### src/rtl/mrs_pkg.sv
// ----------------------------------------------------------------------------
// mrs_pkg
// Shared types, constants and functions of the Modbus RTU slave responder.
// ----------------------------------------------------------------------------
`default_nettype none

package mrs_pkg;

	// Default sizing
	localparam int READ_REGS_DEF     = 24;
	localparam int HOLD_REGS_DEF     = 8;
	localparam int FRAME_BYTES_DEF   = 64;
	localparam int MIRROR_OFFSET_DEF = 10;

	// Configuration register indexes
	localparam logic [1:0] CFG_SLAVE_ADDR = 2'd0;
	localparam logic [1:0] CFG_READ_BASE  = 2'd1;
	localparam logic [1:0] CFG_HOLD_BASE  = 2'd2;

	// Function codes
	localparam logic [7:0] FN_READ_COILS  = 8'h01;
	localparam logic [7:0] FN_READ_HOLD   = 8'h03;
	localparam logic [7:0] FN_WRITE_COIL  = 8'h05;
	localparam logic [7:0] FN_WRITE_ONE   = 8'h06;
	localparam logic [7:0] FN_WRITE_COILS = 8'h0F;
	localparam logic [7:0] FN_WRITE_MULTI = 8'h10;
	localparam logic [7:0] FN_EXC_FLAG    = 8'h80;

	// Exception codes
	localparam logic [1:0] EXC_FUNC  = 2'd1;
	localparam logic [1:0] EXC_ADDR  = 2'd2;
	localparam logic [1:0] EXC_VALUE = 2'd3;

	// CRC-16/MODBUS
	localparam logic [15:0] CRC_INIT = 16'hFFFF;
	localparam logic [15:0] CRC_POLY = 16'hA001;

	typedef enum logic [1:0] {
		MODE_EXC,
		MODE_READ,
		MODE_WRITE
	} mode_t;

	typedef enum logic [2:0] {
		S_COLLECT,
		S_DECODE,
		S_RD_HI,
		S_RD_LO,
		S_RD_USE,
		S_MIRROR,
		S_EMIT
	} state_t;

	// Controller to datapath
	typedef struct packed {
		logic       clr_frame;
		logic       start_emit;
		mode_t      mode;
		logic [1:0] exc_code;
		logic       wr06;
		logic       wr10;
		logic       mirror;
		logic       wcnt_clr;
		logic       wcnt_inc;
		logic       rd_hi;
		logic       rd_lo;
		logic       emit_step;
	} cmd_t;

	// Datapath to controller
	typedef struct packed {
		logic       frame_end;
		logic       short_frame;
		logic [7:0] func;
		logic       rd_bad;
		logic       h6_bad;
		logic       h10_bad;
		logic       qty_b15;
		logic       bc_bad;
		logic       word_b15;
		logic       last_word;
		logic       emit_last;
		logic       out_free;
	} status_t;

	// One byte through the reflected CRC (eight bit steps)
	function automatic logic [15:0] crc_byte(input logic [15:0] crc, input logic [7:0] data);
		logic [15:0] c;
		c = crc ^ {8'h00, data};
		for (int b = 0; b < 8; b++) begin
			c = c[0] ? ((c >> 1) ^ CRC_POLY) : (c >> 1);
		end
		return c;
	endfunction

endpackage

`default_nettype wire

### src/rtl/mrs_if.sv
// ----------------------------------------------------------------------------
// mrs_if
// Valid/ready channels: request beats in, response beats out.
// ----------------------------------------------------------------------------
`default_nettype none

interface mrs_req_if;
	logic        valid;
	logic        ready;
	logic        command;
	logic [7:0]  rx_byte;
	logic        rx_last;
	logic [4:0]  load_index;
	logic [15:0] load_value;

	modport source (output valid, command, rx_byte, rx_last, load_index, load_value,
		input ready);
	modport sink (input valid, command, rx_byte, rx_last, load_index, load_value,
		output ready);
endinterface

interface mrs_rsp_if;
	logic       valid;
	logic       ready;
	logic [7:0] tx_byte;
	logic       tx_last;
	logic       regs_written;

	modport source (output valid, tx_byte, tx_last, regs_written, input ready);
	modport sink (input valid, tx_byte, tx_last, regs_written, output ready);
endinterface

`default_nettype wire

### src/rtl/mrs_ram.sv
// ----------------------------------------------------------------------------
// mrs_ram
// Generic single-write, single-read RAM with registered read data.
// ----------------------------------------------------------------------------
`default_nettype none

module mrs_ram #(
	parameter int WIDTH = 8,
	parameter int DEPTH = 64
) (
	input  wire logic                     clk,
	input  wire logic                     we,
	input  wire logic [$clog2(DEPTH)-1:0] waddr,
	input  wire logic [WIDTH-1:0]         wdata,
	input  wire logic [$clog2(DEPTH)-1:0] raddr,
	output logic      [WIDTH-1:0]         rdata
);

	logic [WIDTH-1:0] mem_q [DEPTH];

	always_ff @(posedge clk) begin
		if (we) begin
			mem_q[waddr] <= wdata;
		end
		rdata <= mem_q[raddr];
	end

endmodule

`default_nettype wire

### src/rtl/mrs_dp.sv
// ----------------------------------------------------------------------------
// mrs_dp
// Datapath: frame buffer, header capture, stores, decode checks and
// response byte generation with running CRC.
// ----------------------------------------------------------------------------
`default_nettype none

module mrs_dp
	import mrs_pkg::*;
#(
	parameter int READ_REGS     = READ_REGS_DEF,
	parameter int HOLD_REGS     = HOLD_REGS_DEF,
	parameter int FRAME_BYTES   = FRAME_BYTES_DEF,
	parameter int MIRROR_OFFSET = MIRROR_OFFSET_DEF
) (
	input  wire logic        clk,
	input  wire logic        arst_n,
	input  wire cmd_t        cmd,
	output status_t          st,
	input  wire logic        in_acc,
	input  wire logic        command,
	input  wire logic [7:0]  rx_byte,
	input  wire logic        rx_last,
	input  wire logic [4:0]  load_index,
	input  wire logic [15:0] load_value,
	input  wire logic        cfg_we,
	input  wire logic [1:0]  cfg_index,
	input  wire logic [15:0] cfg_wdata,
	output logic             out_valid,
	input  wire logic        out_ready,
	output logic [7:0]       tx_byte,
	output logic             tx_last,
	output logic             regs_written
);

	localparam int LEN_W = $clog2(FRAME_BYTES + 1);
	localparam int AW    = $clog2(FRAME_BYTES);
	localparam int WC_W  = $clog2(HOLD_REGS + 1);
	localparam int HI_W  = (HOLD_REGS > 1) ? $clog2(HOLD_REGS) : 1;
	localparam int RI_W  = $clog2(READ_REGS);
	localparam int PW    = $clog2(5 + 2 * READ_REGS + 1);

	// Configuration
	logic [7:0]  slave_addr_q;
	logic [15:0] read_base_q;
	logic [15:0] hold_base_q;

	always_ff @(posedge clk or negedge arst_n) begin
		if (!arst_n) begin
			slave_addr_q <= 8'h01;
			read_base_q  <= '0;
			hold_base_q  <= '0;
		end else if (cfg_we) begin
			case (cfg_index)
				CFG_SLAVE_ADDR: slave_addr_q <= cfg_wdata[7:0];
				CFG_READ_BASE:  read_base_q  <= cfg_wdata;
				CFG_HOLD_BASE:  hold_base_q  <= cfg_wdata;
				default: ;
			endcase
		end
	end

	// Frame collection and header capture
	logic [LEN_W-1:0] len_q;
	logic [7:0] func_q, start_hi_q, start_lo_q, qty_hi_q, qty_lo_q, bc_q;
	logic acc_req;
	logic len_room;

	assign acc_req  = in_acc && !command;
	assign len_room = len_q < LEN_W'(FRAME_BYTES);

	always_ff @(posedge clk or negedge arst_n) begin
		if (!arst_n) begin
			len_q      <= '0;
			func_q     <= '0;
			start_hi_q <= '0;
			start_lo_q <= '0;
			qty_hi_q   <= '0;
			qty_lo_q   <= '0;
			bc_q       <= '0;
		end else if (cmd.clr_frame) begin
			len_q      <= '0;
			func_q     <= '0;
			start_hi_q <= '0;
			start_lo_q <= '0;
			qty_hi_q   <= '0;
			qty_lo_q   <= '0;
			bc_q       <= '0;
		end else if (acc_req && len_room) begin
			len_q <= len_q + 1'b1;
			case (len_q)
				LEN_W'(1): func_q     <= rx_byte;
				LEN_W'(2): start_hi_q <= rx_byte;
				LEN_W'(3): start_lo_q <= rx_byte;
				LEN_W'(4): qty_hi_q   <= rx_byte;
				LEN_W'(5): qty_lo_q   <= rx_byte;
				LEN_W'(6): bc_q       <= rx_byte;
				default: ;
			endcase
		end
	end

	// Frame buffer read for the data words of a multi-write
	logic [WC_W-1:0]  wcnt_q;
	logic [LEN_W-1:0] ridx;
	logic [7:0]       rdata;
	logic             ok_q;
	logic [7:0]       hi_q;
	logic [7:0]       lo_c;
	logic [15:0]      word_c;

	assign ridx = LEN_W'(7) + (LEN_W'(wcnt_q) << 1) + LEN_W'(cmd.rd_lo);

	mrs_ram #(
		.WIDTH(8),
		.DEPTH(FRAME_BYTES)
	) u_frame_ram (
		.clk  (clk),
		.we   (acc_req && len_room),
		.waddr(len_q[AW-1:0]),
		.wdata(rx_byte),
		.raddr(ridx[AW-1:0]),
		.rdata(rdata)
	);

	// Bytes past the frame end read as zero
	always_ff @(posedge clk or negedge arst_n) begin
		if (!arst_n) begin
			ok_q   <= 1'b0;
			hi_q   <= '0;
			wcnt_q <= '0;
		end else begin
			if (cmd.rd_hi || cmd.rd_lo) begin
				ok_q <= ridx < len_q;
			end
			if (cmd.rd_lo) begin
				hi_q <= ok_q ? rdata : 8'h00;
			end
			if (cmd.wcnt_clr) begin
				wcnt_q <= '0;
			end else if (cmd.wcnt_inc) begin
				wcnt_q <= wcnt_q + 1'b1;
			end
		end
	end

	assign lo_c   = ok_q ? rdata : 8'h00;
	assign word_c = {hi_q, lo_c};

	// Range checks
	logic [15:0] start_c, qty_c;
	logic [16:0] rd_diff, rd_sum, h_diff, h_sum;

	assign start_c = {start_hi_q, start_lo_q};
	assign qty_c   = {qty_hi_q, qty_lo_q};
	assign rd_diff = {1'b0, start_c} - {1'b0, read_base_q};
	assign rd_sum  = {1'b0, rd_diff[15:0]} + {1'b0, qty_c};
	assign h_diff  = {1'b0, start_c} - {1'b0, hold_base_q};
	assign h_sum   = {1'b0, h_diff[15:0]} + {1'b0, qty_c};

	// Holding store and read store
	logic [15:0]     hold_q [HOLD_REGS];
	logic [15:0]     rstore_q [READ_REGS];
	logic [HI_W-1:0] hidx;

	assign hidx = HI_W'(h_diff[15:0] + 16'(wcnt_q));

	always_ff @(posedge clk or negedge arst_n) begin
		if (!arst_n) begin
			for (int i = 0; i < HOLD_REGS; i++) begin
				hold_q[i] <= '0;
			end
		end else if (cmd.wr06) begin
			hold_q[HI_W'(h_diff[15:0])] <= qty_c;
		end else if (cmd.wr10) begin
			hold_q[hidx] <= word_c;
		end
	end

	always_ff @(posedge clk or negedge arst_n) begin
		if (!arst_n) begin
			for (int i = 0; i < READ_REGS; i++) begin
				rstore_q[i] <= '0;
			end
		end else if (in_acc && command) begin
			if (load_index < 5'(READ_REGS)) begin
				rstore_q[load_index[RI_W-1:0]] <= load_value;
			end
		end else if (cmd.mirror) begin
			// copy the whole holding store, dropping words past the end
			for (int i = 0; i < HOLD_REGS; i++) begin
				if (MIRROR_OFFSET + i < READ_REGS) begin
					rstore_q[MIRROR_OFFSET + i] <= hold_q[i];
				end
			end
		end
	end

	// Response generation
	mode_t       mode_q;
	logic [1:0]  code_q;
	logic [PW-1:0] pos_q;
	logic [15:0] crc_q;
	logic [PW-1:0] body_len;
	logic [PW-1:0] rel;
	logic [RI_W-1:0] rs_idx;
	logic [15:0] rs_word;
	logic [7:0]  byte_c;
	logic        in_body;
	logic        out_free;

	always_comb begin
		case (mode_q)
			MODE_READ:  body_len = PW'(3) + PW'({qty_c, 1'b0});
			MODE_WRITE: body_len = PW'(6);
			default:    body_len = PW'(3);
		endcase
	end

	assign rel     = pos_q - PW'(3);
	assign rs_idx  = RI_W'(rd_diff[15:0]) + RI_W'(rel >> 1);
	assign rs_word = rstore_q[rs_idx];
	assign in_body = pos_q < body_len;

	always_comb begin
		byte_c = 8'h00;
		if (!in_body) begin
			byte_c = (pos_q == body_len) ? crc_q[7:0] : crc_q[15:8];
		end else begin
			case (pos_q)
				PW'(0): byte_c = slave_addr_q;
				PW'(1): byte_c = (mode_q == MODE_EXC) ? (func_q | FN_EXC_FLAG) : func_q;
				PW'(2): begin
					case (mode_q)
						MODE_EXC:  byte_c = {6'd0, code_q};
						MODE_READ: byte_c = {qty_lo_q[6:0], 1'b0};
						default:   byte_c = start_hi_q;
					endcase
				end
				default: begin
					if (mode_q == MODE_READ) begin
						byte_c = rel[0] ? rs_word[7:0] : rs_word[15:8];
					end else begin
						case (pos_q)
							PW'(3):  byte_c = start_lo_q;
							PW'(4):  byte_c = qty_hi_q;
							default: byte_c = qty_lo_q;
						endcase
					end
				end
			endcase
		end
	end

	assign out_free = !out_valid || out_ready;

	always_ff @(posedge clk or negedge arst_n) begin
		if (!arst_n) begin
			mode_q    <= MODE_EXC;
			code_q    <= '0;
			pos_q     <= '0;
			crc_q     <= CRC_INIT;
			out_valid <= 1'b0;
		end else begin
			if (cmd.start_emit) begin
				mode_q <= cmd.mode;
				code_q <= cmd.exc_code;
				pos_q  <= '0;
				crc_q  <= CRC_INIT;
			end else if (cmd.emit_step) begin
				pos_q <= pos_q + 1'b1;
				if (in_body) begin
					crc_q <= crc_byte(crc_q, byte_c);
				end
			end
			if (cmd.emit_step) begin
				out_valid <= 1'b1;
			end else if (out_ready) begin
				out_valid <= 1'b0;
			end
		end
	end

	// Output register payload
	always_ff @(posedge clk) begin
		if (cmd.emit_step) begin
			tx_byte      <= byte_c;
			tx_last      <= st.emit_last;
			regs_written <= mode_q == MODE_WRITE;
		end
	end

	// Status to controller
	always_comb begin
		st.frame_end   = acc_req && rx_last;
		st.short_frame = len_q < LEN_W'(4);
		st.func        = func_q;
		st.rd_bad      = (qty_c == '0) || rd_diff[16] || (rd_sum > 17'(READ_REGS));
		st.h6_bad      = h_diff[16] || (h_diff[15:0] >= 16'(HOLD_REGS));
		st.h10_bad     = (qty_c == '0) || h_diff[16] || (h_sum > 17'(HOLD_REGS));
		st.qty_b15     = qty_c[15];
		st.bc_bad      = {9'd0, bc_q} != {qty_c, 1'b0};
		st.word_b15    = word_c[15];
		st.last_word   = (17'(wcnt_q) + 17'd1) == {1'b0, qty_c};
		st.emit_last   = pos_q == (body_len + 1'b1);
		st.out_free    = out_free;
	end

endmodule

`default_nettype wire

### src/rtl/mrs_ctrl.sv
// ----------------------------------------------------------------------------
// mrs_ctrl
// Controller: collects a frame, decodes it, runs the write checks and
// sequences the response beats.
// ----------------------------------------------------------------------------
`default_nettype none

module mrs_ctrl
	import mrs_pkg::*;
(
	input  wire logic    clk,
	input  wire logic    arst_n,
	input  wire status_t st,
	output cmd_t         cmd,
	output logic         in_ready
);

	state_t state_q, state_d;
	logic   wphase_q, wphase_d;

	always_ff @(posedge clk or negedge arst_n) begin
		if (!arst_n) begin
			state_q  <= S_COLLECT;
			wphase_q <= 1'b0;
		end else begin
			state_q  <= state_d;
			wphase_q <= wphase_d;
		end
	end

	always_comb begin
		state_d  = state_q;
		wphase_d = wphase_q;
		cmd      = '0;
		cmd.mode = MODE_EXC;
		in_ready = 1'b0;

		case (state_q)
			S_COLLECT: begin
				in_ready = 1'b1;
				if (st.frame_end) begin
					state_d = S_DECODE;
				end
			end

			S_DECODE: begin
				state_d = S_EMIT;
				cmd.start_emit = 1'b1;
				if (st.short_frame) begin
					cmd.start_emit = 1'b0;
					cmd.clr_frame  = 1'b1;
					state_d        = S_COLLECT;
				end else begin
					case (st.func)
						FN_READ_COILS, FN_WRITE_COIL, FN_WRITE_COILS: begin
							cmd.start_emit = 1'b0;
							cmd.clr_frame  = 1'b1;
							state_d        = S_COLLECT;
						end
						FN_READ_HOLD: begin
							if (st.rd_bad) begin
								cmd.exc_code = EXC_ADDR;
							end else begin
								cmd.mode = MODE_READ;
							end
						end
						FN_WRITE_ONE: begin
							if (st.h6_bad) begin
								cmd.exc_code = EXC_ADDR;
							end else if (st.qty_b15) begin
								cmd.exc_code = EXC_VALUE;
							end else begin
								cmd.start_emit = 1'b0;
								cmd.wr06       = 1'b1;
								state_d        = S_MIRROR;
							end
						end
						FN_WRITE_MULTI: begin
							if (st.h10_bad) begin
								cmd.exc_code = EXC_ADDR;
							end else if (st.bc_bad) begin
								cmd.exc_code = EXC_VALUE;
							end else begin
								cmd.start_emit = 1'b0;
								cmd.wcnt_clr   = 1'b1;
								wphase_d       = 1'b0;
								state_d        = S_RD_HI;
							end
						end
						default: cmd.exc_code = EXC_FUNC;
					endcase
				end
			end

			S_RD_HI: begin
				cmd.rd_hi = 1'b1;
				state_d   = S_RD_LO;
			end

			S_RD_LO: begin
				cmd.rd_lo = 1'b1;
				state_d   = S_RD_USE;
			end

			// Check pass over all words first, then the write pass
			S_RD_USE: begin
				if (!wphase_q) begin
					if (st.word_b15) begin
						cmd.start_emit = 1'b1;
						cmd.exc_code   = EXC_VALUE;
						state_d        = S_EMIT;
					end else if (st.last_word) begin
						cmd.wcnt_clr = 1'b1;
						wphase_d     = 1'b1;
						state_d      = S_RD_HI;
					end else begin
						cmd.wcnt_inc = 1'b1;
						state_d      = S_RD_HI;
					end
				end else begin
					cmd.wr10 = 1'b1;
					if (st.last_word) begin
						state_d = S_MIRROR;
					end else begin
						cmd.wcnt_inc = 1'b1;
						state_d      = S_RD_HI;
					end
				end
			end

			S_MIRROR: begin
				cmd.mirror     = 1'b1;
				cmd.start_emit = 1'b1;
				cmd.mode       = MODE_WRITE;
				state_d        = S_EMIT;
			end

			S_EMIT: begin
				if (st.out_free) begin
					cmd.emit_step = 1'b1;
					if (st.emit_last) begin
						cmd.clr_frame = 1'b1;
						state_d       = S_COLLECT;
					end
				end
			end

			default: state_d = S_COLLECT;
		endcase
	end

endmodule

`default_nettype wire

### src/rtl/modbus_rtu_slave_responder_top.sv
// ----------------------------------------------------------------------------
// modbus_rtu_slave_responder_top
// Modbus RTU slave responder: request frames in, response frames out.
// ----------------------------------------------------------------------------
// Usage:
//   req carries request bytes (command 0, rx_last on the final byte of a
//   frame) and read-store loads (command 1). rsp carries response bytes,
//   tx_last on the final one, ending in CRC-16/MODBUS low byte first.
//   cfg_we/cfg_index/cfg_wdata write slave address, read base, hold base.
// Timing:
//   Request bytes and loads are taken while req is ready. After the last
//   byte the frame is decoded in S_DECODE. Function 10 then walks its data
//   words through the frame buffer RAM in S_RD_HI, S_RD_LO and S_RD_USE,
//   twice (check, then write; a value exception ends the check pass), and
//   functions 06 and 10 then mirror the holding store. Response bytes then
//   leave one per cycle while rsp is ready. req is held off from the last
//   request byte until the final response byte, if any, is in the output
//   register.
// Reset: stores and frame length clear, slave address is 1, bases are 0;
//   the frame buffer needs no clearing. A stalled receiver holds the
//   current beat and the byte sequencer waits.
// ----------------------------------------------------------------------------
`default_nettype none

module modbus_rtu_slave_responder_top
	import mrs_pkg::*;
#(
	parameter int READ_REGS     = READ_REGS_DEF,
	parameter int HOLD_REGS     = HOLD_REGS_DEF,
	parameter int FRAME_BYTES   = FRAME_BYTES_DEF,
	parameter int MIRROR_OFFSET = MIRROR_OFFSET_DEF
) (
	input  wire logic        clk,
	input  wire logic        arst_n,
	mrs_req_if.sink          req,
	mrs_rsp_if.source        rsp,
	input  wire logic        cfg_we,
	input  wire logic [1:0]  cfg_index,
	input  wire logic [15:0] cfg_wdata
);

	cmd_t    cmd;
	status_t st;
	logic    in_ready;

	assign req.ready = in_ready;

	mrs_ctrl u_ctrl (
		.clk     (clk),
		.arst_n  (arst_n),
		.st      (st),
		.cmd     (cmd),
		.in_ready(in_ready)
	);

	mrs_dp #(
		.READ_REGS    (READ_REGS),
		.HOLD_REGS    (HOLD_REGS),
		.FRAME_BYTES  (FRAME_BYTES),
		.MIRROR_OFFSET(MIRROR_OFFSET)
	) u_dp (
		.clk         (clk),
		.arst_n      (arst_n),
		.cmd         (cmd),
		.st          (st),
		.in_acc      (req.valid && in_ready),
		.command     (req.command),
		.rx_byte     (req.rx_byte),
		.rx_last     (req.rx_last),
		.load_index  (req.load_index),
		.load_value  (req.load_value),
		.cfg_we      (cfg_we),
		.cfg_index   (cfg_index),
		.cfg_wdata   (cfg_wdata),
		.out_valid   (rsp.valid),
		.out_ready   (rsp.ready),
		.tx_byte     (rsp.tx_byte),
		.tx_last     (rsp.tx_last),
		.regs_written(rsp.regs_written)
	);

endmodule

`default_nettype wire

### src/flat_wrapper.sv
// flat-port wrapper written by rule: the top's interface ports become plain ports
module modbus_rtu_slave_responder_top_flat import mrs_pkg::*;
#(
	parameter int READ_REGS     = READ_REGS_DEF,
	parameter int HOLD_REGS     = HOLD_REGS_DEF,
	parameter int FRAME_BYTES   = FRAME_BYTES_DEF,
	parameter int MIRROR_OFFSET = MIRROR_OFFSET_DEF
)
  (clk, arst_n, cfg_we, cfg_index, cfg_wdata, req_valid, req_command, req_rx_byte, req_rx_last, req_load_index, req_load_value, req_ready, rsp_valid, rsp_tx_byte, rsp_tx_last, rsp_regs_written, rsp_ready);
  mrs_req_if req_i ();
  mrs_rsp_if rsp_i ();
  input  wire logic clk;
  input  wire logic arst_n;
  input  wire logic cfg_we;
  input  wire logic [1:0] cfg_index;
  input  wire logic [15:0] cfg_wdata;
  input wire logic [$bits(req_i.valid)-1:0] req_valid;
  input wire logic [$bits(req_i.command)-1:0] req_command;
  input wire logic [$bits(req_i.rx_byte)-1:0] req_rx_byte;
  input wire logic [$bits(req_i.rx_last)-1:0] req_rx_last;
  input wire logic [$bits(req_i.load_index)-1:0] req_load_index;
  input wire logic [$bits(req_i.load_value)-1:0] req_load_value;
  output wire logic [$bits(req_i.ready)-1:0] req_ready;
  output wire logic [$bits(rsp_i.valid)-1:0] rsp_valid;
  output wire logic [$bits(rsp_i.tx_byte)-1:0] rsp_tx_byte;
  output wire logic [$bits(rsp_i.tx_last)-1:0] rsp_tx_last;
  output wire logic [$bits(rsp_i.regs_written)-1:0] rsp_regs_written;
  input wire logic [$bits(rsp_i.ready)-1:0] rsp_ready;
  assign req_i.valid = req_valid;
  assign req_i.command = req_command;
  assign req_i.rx_byte = req_rx_byte;
  assign req_i.rx_last = req_rx_last;
  assign req_i.load_index = req_load_index;
  assign req_i.load_value = req_load_value;
  assign req_ready = req_i.ready;
  assign rsp_valid = rsp_i.valid;
  assign rsp_tx_byte = rsp_i.tx_byte;
  assign rsp_tx_last = rsp_i.tx_last;
  assign rsp_regs_written = rsp_i.regs_written;
  assign rsp_i.ready = rsp_ready;
  modbus_rtu_slave_responder_top #(.READ_REGS(READ_REGS), .HOLD_REGS(HOLD_REGS), .FRAME_BYTES(FRAME_BYTES), .MIRROR_OFFSET(MIRROR_OFFSET)) u_core (.clk(clk), .arst_n(arst_n), .req(req_i), .rsp(rsp_i), .cfg_we(cfg_we), .cfg_index(cfg_index), .cfg_wdata(cfg_wdata));
endmodule
### config.mk
export PLATFORM = sky130hd
export DESIGN_NAME = modbus_rtu_slave_responder_top_flat
export DESIGN_NICKNAME = d
export VERILOG_FILES = /design/src/rtl/mrs_pkg.sv /design/src/rtl/mrs_if.sv /design/src/rtl/mrs_ram.sv /design/src/rtl/mrs_dp.sv /design/src/rtl/mrs_ctrl.sv /design/src/rtl/modbus_rtu_slave_responder_top.sv /design/src/flat_wrapper.sv
export SDC_FILE = /design/constraint.sdc
export NUM_CORES = 2
export LEC_CHECK = 0
export BUFFER_PORTS_ARGS = -buffer_cell sky130_fd_sc_hd__buf_4
export CAP_MARGIN = 20
export CORE_ASPECT_RATIO = 0.6
export CORE_UTILIZATION = 60
export CTS_CLUSTER_DIAMETER = 100
export DETAILED_ROUTE_END_ITERATION = 10
export PLACE_DENSITY = 0.86
export SKIP_CTS_REPAIR_TIMING = 1
export SLEW_MARGIN = 20
export SYNTH_ARGS = -nofsm -noshare
export SYNTH_HDL_FRONTEND = slang
export SYNTH_HIERARCHICAL = 1
export SYNTH_SLANG_ARGS = --single-unit
### constraint.sdc
create_clock -name clk -period 11.4 [get_ports clk]
set_input_delay 0.57 -clock clk [delete_from_list [all_inputs] [get_ports clk]]
set_output_delay 0.57 -clock clk [all_outputs]
set_load 0.05 [all_outputs]
# Word level (Yosys, flattened, before mapping)
# Memories as Yosys holds them, arrays and structs flattened. A register that Yosys moved wholly into a read port is not among the register bits.
# Index checks and enable logic that the tools add are counted.
# word_totals
mem_bits_rw	512
reg_bits	661
input_bits	54
out_inout_bits	12
wordCells	323
mem_count	1
# memory_table
name	words	word_bits	rd	rd_ports_with_merged_regs	write_ports	line_no	rtl
u_core.u_dp.u_frame_ram.mem_q	64	8	1	1	1	mrs_ram.sv:19	logic [WIDTH-1:0] mem_q [DEPTH];
# op_classes
muxes	135
bitwise	13
n_eq_ne	38
n_addsub	15
magnitude_cmp	15
n_reduce_logical	51
# op_table
cell	n
two-way mux 128 bit	4
bitwise mux 384 bit	1
bitwise mux 128 bit	2
two-way mux 16 bit	16
two-way mux 224 bit	1
two-way mux 8 bit	24
demux 16 bit (select 3 bit)	2
binary-select mux 16 bit (select 5 bit)	1
demux 16 bit (select 5 bit)	1
two-way mux 1 bit	41
adder 16 x 16 -> 17 bit	2
subtractor 16 x 16 -> 17 bit	2
one-hot mux 8 bit (2 select lines)	2
nonzero test 2 bit	14
two-way mux 3 bit	9
two-way mux 2 bit	12
inverter 2 -> 3 bit	8
one-hot mux 8 bit (3 select lines)	1
AND reduction 2 bit	12
equality test 7 x 3 -> 1 bit (second input constant)	3
one-hot mux 3 bit (7 select lines)	1
greater-than comparator 17 x 4 -> 1 bit (second input constant)	1
greater-than comparator 17 x 5 -> 1 bit (second input constant)	1
inequality test 8 x 17 -> 1 bit	1
62 further kinds	105

# Logic depth before layout (Yosys ltp)
# depth
depth_word	30
depth_mapped	27
ltp_nobuf	26

# By module
# Netlist, hierarchy kept.
# by_module_without_submodules
mod	instances	cells_per_inst	seq_area_each_um2	area_each_um2
mrs_dp	1	3179	16512.1	34927.2
mrs_ram	1	972	15534.9	20190.6
mrs_ctrl	1	83	100.1	603.1
modbus_rtu_slave_responder_top	1	1	0.0	6.3

# Least setup slack after synthesis
# Ideal clock, no wire load.
# synth_path
path_type	reg2reg
start	register u_core.u_dp.pos_q[0]
end	register u_core.u_dp.crc_q[0]
required_ns	11.318
path_stages_with_launch	22
n_path_buf	8
slack_ns	5.765
setup_ns	0.082
t_arrival_ns	5.553
period_less_slack_ns	5.635
path_cell_list	dfrtp_1 -> buf_6 -> inv_1 -> ha_1 -> ha_1 -> inv_1 -> fa_1 -> clkbuf_1 -> buf_2 -> buf_2 -> buf_2 -> buf_2 -> buf_2 -> clkbuf_1 -> mux4_2 -> mux4_2 -> mux4_2 -> o21ai_0 -> a31oi_1 -> xor2_1 -> xor3_1 -> o211ai_1
# synth_between
elab_chain_cells	23
elab_cells_between_ends	40
classes_between	add/sub (2); order compare (1); eq/ne (5); mux (20); bitwise (9); reduce/logical (3)
# synth_lines
item	line_no	rtl
start: declaration	mrs_dp.sv:202	logic [PW-1:0] pos_q;
start signal: assignment	mrs_dp.sv:271	pos_q <= pos_q + 1'b1;
subtractor 6 x 2 -> 6 bit	mrs_dp.sv:220	assign rel = pos_q - PW'(3);
adder 5 bit	mrs_dp.sv:221	assign rs_idx = RI_W'(rd_diff[15:0]) + RI_W'(rel >> 1);
inverter 5 -> 6 bit (implied by the code)	mrs_dp.sv:222	assign rs_word = rstore_q[rs_idx];
binary-select mux 16 bit (select 5 bit)	mrs_dp.sv:222	
two-way mux 16 bit (implied by the code) (2 in series)	mrs_dp.sv:222	
two-way mux 8 bit	mrs_dp.sv:242	byte_c = rel[0] ? rs_word[7:0] : rs_word[15:8];
two-way mux 8 bit	mrs_dp.sv:241	if (mode_q == MODE_READ) begin
one-hot mux 8 bit (3 select lines)	mrs_dp.sv:230	case (pos_q)
two-way mux 8 bit (*)	mrs_dp.sv:227	if (!in_body) begin
net u_core.u_dp.byte_c[7]	mrs_dp.sv:208	logic [7:0] byte_c;
XOR 16 x 8 -> 16 bit (*)	mrs_pkg.sv:89	c = crc ^ {8'h00, data};
two-way mux 16 bit (*) (6 in series)	mrs_pkg.sv:91	c = c[0] ? ((c >> 1) ^ CRC_POLY) : (c >> 1);
inverter 2 -> 3 bit (no line)	n/a	
two-way mux 16 bit (*) (2 in series)	mrs_pkg.sv:91	
two-way mux 16 bit (*)	mrs_dp.sv:272	if (in_body) begin
two-way mux 16 bit (*)	mrs_dp.sv:270	end else if (cmd.emit_step) begin
two-way mux 16 bit (*)	mrs_dp.sv:265	if (cmd.start_emit) begin
end signal: assignment	mrs_dp.sv:273	crc_q <= crc_byte(crc_q, byte_c);
end: declaration	mrs_dp.sv:203	logic [15:0] crc_q;
# Mark *: on every way through the listed nets, which the timed path passes. The rest lies on a longest branch. The select of a mux whose other input is x is not followed.
# A chain may end at the register's enable or synchronous reset.

# Final worst setup path
# layout_path
start	register u_core.u_dp.pos_q[0]
end	register u_core.u_dp.crc_q[0]
# layout_between
elab_chain_cells	23
elab_cells_between_ends	40
classes_between	add/sub (2); order compare (1); eq/ne (5); mux (20); bitwise (9); reduce/logical (3)
# layout_lines
item	line_no
subtractor 6 x 2 -> 6 bit	mrs_dp.sv:220
adder 5 bit	mrs_dp.sv:221
inverter 5 -> 6 bit (implied by the code)	mrs_dp.sv:222
binary-select mux 16 bit (select 5 bit)	mrs_dp.sv:222
two-way mux 16 bit (implied by the code) (2 in series)	mrs_dp.sv:222
two-way mux 8 bit	mrs_dp.sv:242
two-way mux 8 bit	mrs_dp.sv:241
one-hot mux 8 bit (3 select lines)	mrs_dp.sv:230
two-way mux 8 bit	mrs_dp.sv:227
XOR 16 x 8 -> 16 bit	mrs_pkg.sv:89
two-way mux 16 bit or inverter 2 -> 3 bit (tied branches) (6 in series)	n/a
inverter 2 -> 3 bit (no line) or two-way mux 16 bit (tied branches)	n/a
two-way mux 16 bit (2 in series)	mrs_pkg.sv:91
two-way mux 16 bit	mrs_dp.sv:272
two-way mux 16 bit	mrs_dp.sv:270
two-way mux 16 bit	mrs_dp.sv:265
# Parallel ways exist; a longest one is shown, timed or not. The select of a mux whose other input is x is not followed.

==> impl_metrics.toml <==
[worst_setup_path]
cpPeakStageDelay_ns = 1.28
worstPathRequired_ns = 12.03
path_class = "reg2reg"
startpoint_type = "flip-flop"
crit_chain = "inv_1, ha_1, ha_4, inv_1, fa_4, buf_4, mux4_2, nand2_1, nand2_1, o21ai_0, o32ai_1, o31a_1, o31ai_1, xor2_1, xnor3_1, xnor3_2, xor3_1, o211ai_1"
path_delay_family = "adder cells"
path_buf_inv = 3
crit_fanout = 41
r2r_cells = 18
worst-path-stages = 18
critPathSlowestCell = "fa_4"
crit_path_end_kind = "flip-flop"
cp.arrival_ns = 8.19

[global_route]
grt.overflow.total = 0
grt_max_degree = 166
antenna_found_initial = 5
grt.total_usage_pct = 34.0
grt_pass1_vias = 38000
grt_pass1_wl_um = 239000

[clocking]
clockBufferDepth = 3
root_buffer = "clkbuf_16"
htree_num_levels = 3
clk_latency_ns = 0.73
numCtsBuffers = 104
clock-sinks = 1181
cts.reportedPaths.clkPinSlew_ns = 0.07
cts_tree = "done"

[power]
power_leakage_nw = 24.0
worst_ir_drop_vdd_uv = 423
power.total_mw = 15.8
power_density_mw_per_mm2 = 260

[synth]
synth_xor_area_share_pct = 1.27
ys_seq_elements = 1181
synthMuxAreaShare_pct = 17.2
synth_top_family_by_area = "multiplexers"
synth.distinct_cells = 96
synthAdderAreaFrac_pct = 2.46
yosysTopAreaCell = "dfrtp_1"
synth_compound_area_share_pct = 10.5
syn-cell-area_mm2 = 0.0557
synth_fp_nets = 4395
synth_common_cells = "634 x dfrtp_1, 522 x edfxtp_1, 393 x nand2_1"
synth_simple_gate_area_share_pct = 7.72
yosysWarnings = 6
syn_avg_cell_area_um2 = 13.2
yosysSeqAreaShare_pct = 57.7
synthArstFlopShare_pct = 55.1
postSynthCellCount = 4235
synth.top_cells.by_area = "dfrtp_1 28%, edfxtp_1 28%, mux4_2 9.5%"
synth_top_cell_area_share_pct = 28.5
synth_edf_count = 522
synth-main-ff-cell = "dfrtp_1"
synth_most_common_cell = "dfrtp_1"

[sta]
fmax_mhz = 132
skew_ns = 0.0283
maxSlewViolCount = 0
hold_violations = 0
slew_headroom_pct = 19.3
fin_crit_ns = 7.56
setup_violations = 0
fin_tns_setup_ns = 0
timing.final.crit_share_pct = 66.3
tightest_slew_ns = 1.18
rsz0062_at_grt = "false"

[run_status]
status = "complete, no violations"

[flow_run]
drv_cap = 0

[finish]
final_cell_area_mm2 = 0.0609
multi_input_area_mm2 = 0.0220
nets = 4329
seq_area_mm2 = 0.0321
syn_to_final_growth_pct = 9.20
drive_gt1_share_pct = 22.1
fillerInstances = 6144

[die]
io_pins = 66
rows = 86
die_x_um = 395
dieHeight_um = 238
core_mm2 = 0.0919
die-area_mm2 = 0.0941
initial_utilization_pct = 60.6

[routing]
ant_nets = 0
wirelength_um = 160000
drt_iter0_drc = 6284
vias_per_cell = 7.07
drt_pass1_iterations = 8
wl_per_cell_um = 29.1
drc_errors = 0
vias = 38800

[placement]
dp_hpwl_um = 105000
place_area_mm2 = 0.0572
routabilityCongestion = 1.03
portBuffers = 65

[min_path]
holdCritPathClass = "in2reg"
hold_depth = 2
[routing by layer]
metal	track usage, %	vias to the layer above	routed length, um
met5	1.79	-	304
met2	46.6	3009	66000
met1	49.3	19400	61700
li1	-	15900	-
met3	14.8	504	26400
met4	9.49	10	5240
[cell type report]
| cell class | count | area share (%) |
|---|---|---|
| antenna | 3 | 0.0123 |
| clock buffer | 142 | 4.93 |
| clock inverter | 54 | 0.968 |
| inverter | 104 | 0.658 |
| multi-input combinational | 2632 | 36.2 |
| sequential | 1181 | 52.8 |
| tap | 1232 | 2.53 |
| timing repair buffer | 146 | 1.89 |
[final timing paths]
kind                                        start                         end  slack [ns]
max                          u_core/u_dp/pos_q[0]        u_core/u_dp/crc_q[0]        3.84
min                                  cfg_wdata[2]  u_core/u_dp/read_base_q[2]        0.10
max reg2reg                  u_core/u_dp/pos_q[0]        u_core/u_dp/crc_q[0]        3.84
min reg2reg                u_core/u_dp/hold_q[27]      u_core/u_dp/hold_q[27]        0.48
max in group asynchronous                  arst_n   u_core/u_dp/rstore_q[339]        8.07
min in group asynchronous                  arst_n  u_core/u_dp/read_base_q[5]        0.37
[cell usage in the layout, fill, tap and decap left out, drive strengths merged, types with 28 or more instances in the layout]
cell type  synthesis  routed
nor2b             29      29
mux2             299     299
ha               100     100
mux2i             92      92
edfxtp           522     522
o21ai            325     325
inv              100     105
a21oi             85      85
xnor2             41      41
nor2             268     268
mux4             234     234
dfrtp            634     634
nand3             49      49
clkinv             4      39
clkbuf           240     142
and2              28      28
a32oi            136     136
buf               78     145
nor3              43      43
a22oi            149     149
xor2              31      31
nand2            393     393
[power breakdown]
part | switching (mW) | internal [mW]
clock network | 1.65 | 2.08
logic | 4.29 | 2.58
registers | 0.374 | 4.83
[registers in the layout, indices dropped and copies added (netlist names), 3 cells and up]
register and cells:
u_core/u_dp/u_frame_ram/mem_q 512, u_core/u_dp/rstore_q 384, u_core/u_dp/hold_q 128, u_core/u_dp/crc_q 16
u_core/u_dp/hold_base_q 16, u_core/u_dp/read_base_q 16, u_core/u_dp/bc_q 8, u_core/u_dp/func_q 8
u_core/u_dp/hi_q 8, u_core/u_dp/qty_hi_q 8, u_core/u_dp/qty_lo_q 8, u_core/u_dp/slave_addr_q 8
u_core/u_dp/start_hi_q 8, u_core/u_dp/start_lo_q 8, u_core/u_dp/tx_byte 8, u_core/u_dp/u_frame_ram/rdata 8
u_core/u_dp/len_q 7, u_core/u_dp/pos_q 6, u_core/u_dp/wcnt_q 4, u_core/u_ctrl/state_q 3
[metrics by stage]
stage	std cells	hold slack [ns]	utilization, %	setup WS (ns)
2_1_floorplan	4235	0.274	-	5.77
3_3_place_gp	5291	0.460	62.2	4.28
3_5_place_dp	5292	0.470	62.2	4.10
4_1_cts	5488	-0.229	66.1	4.08
5_1_grt	5491	0.0755	66.2	3.62
6_report	5494	0.102	66.2	3.84
[cell families after synthesis]
group	count (synthesis)
AOI/OAI and AO/OA	877
xor gates and xnor gates	75
adders and majority gates	106
buffers and inverters	422
DFF	1181
muxes	625
and+or+nand+nor	949
Power figures use the tool's default switching activity.
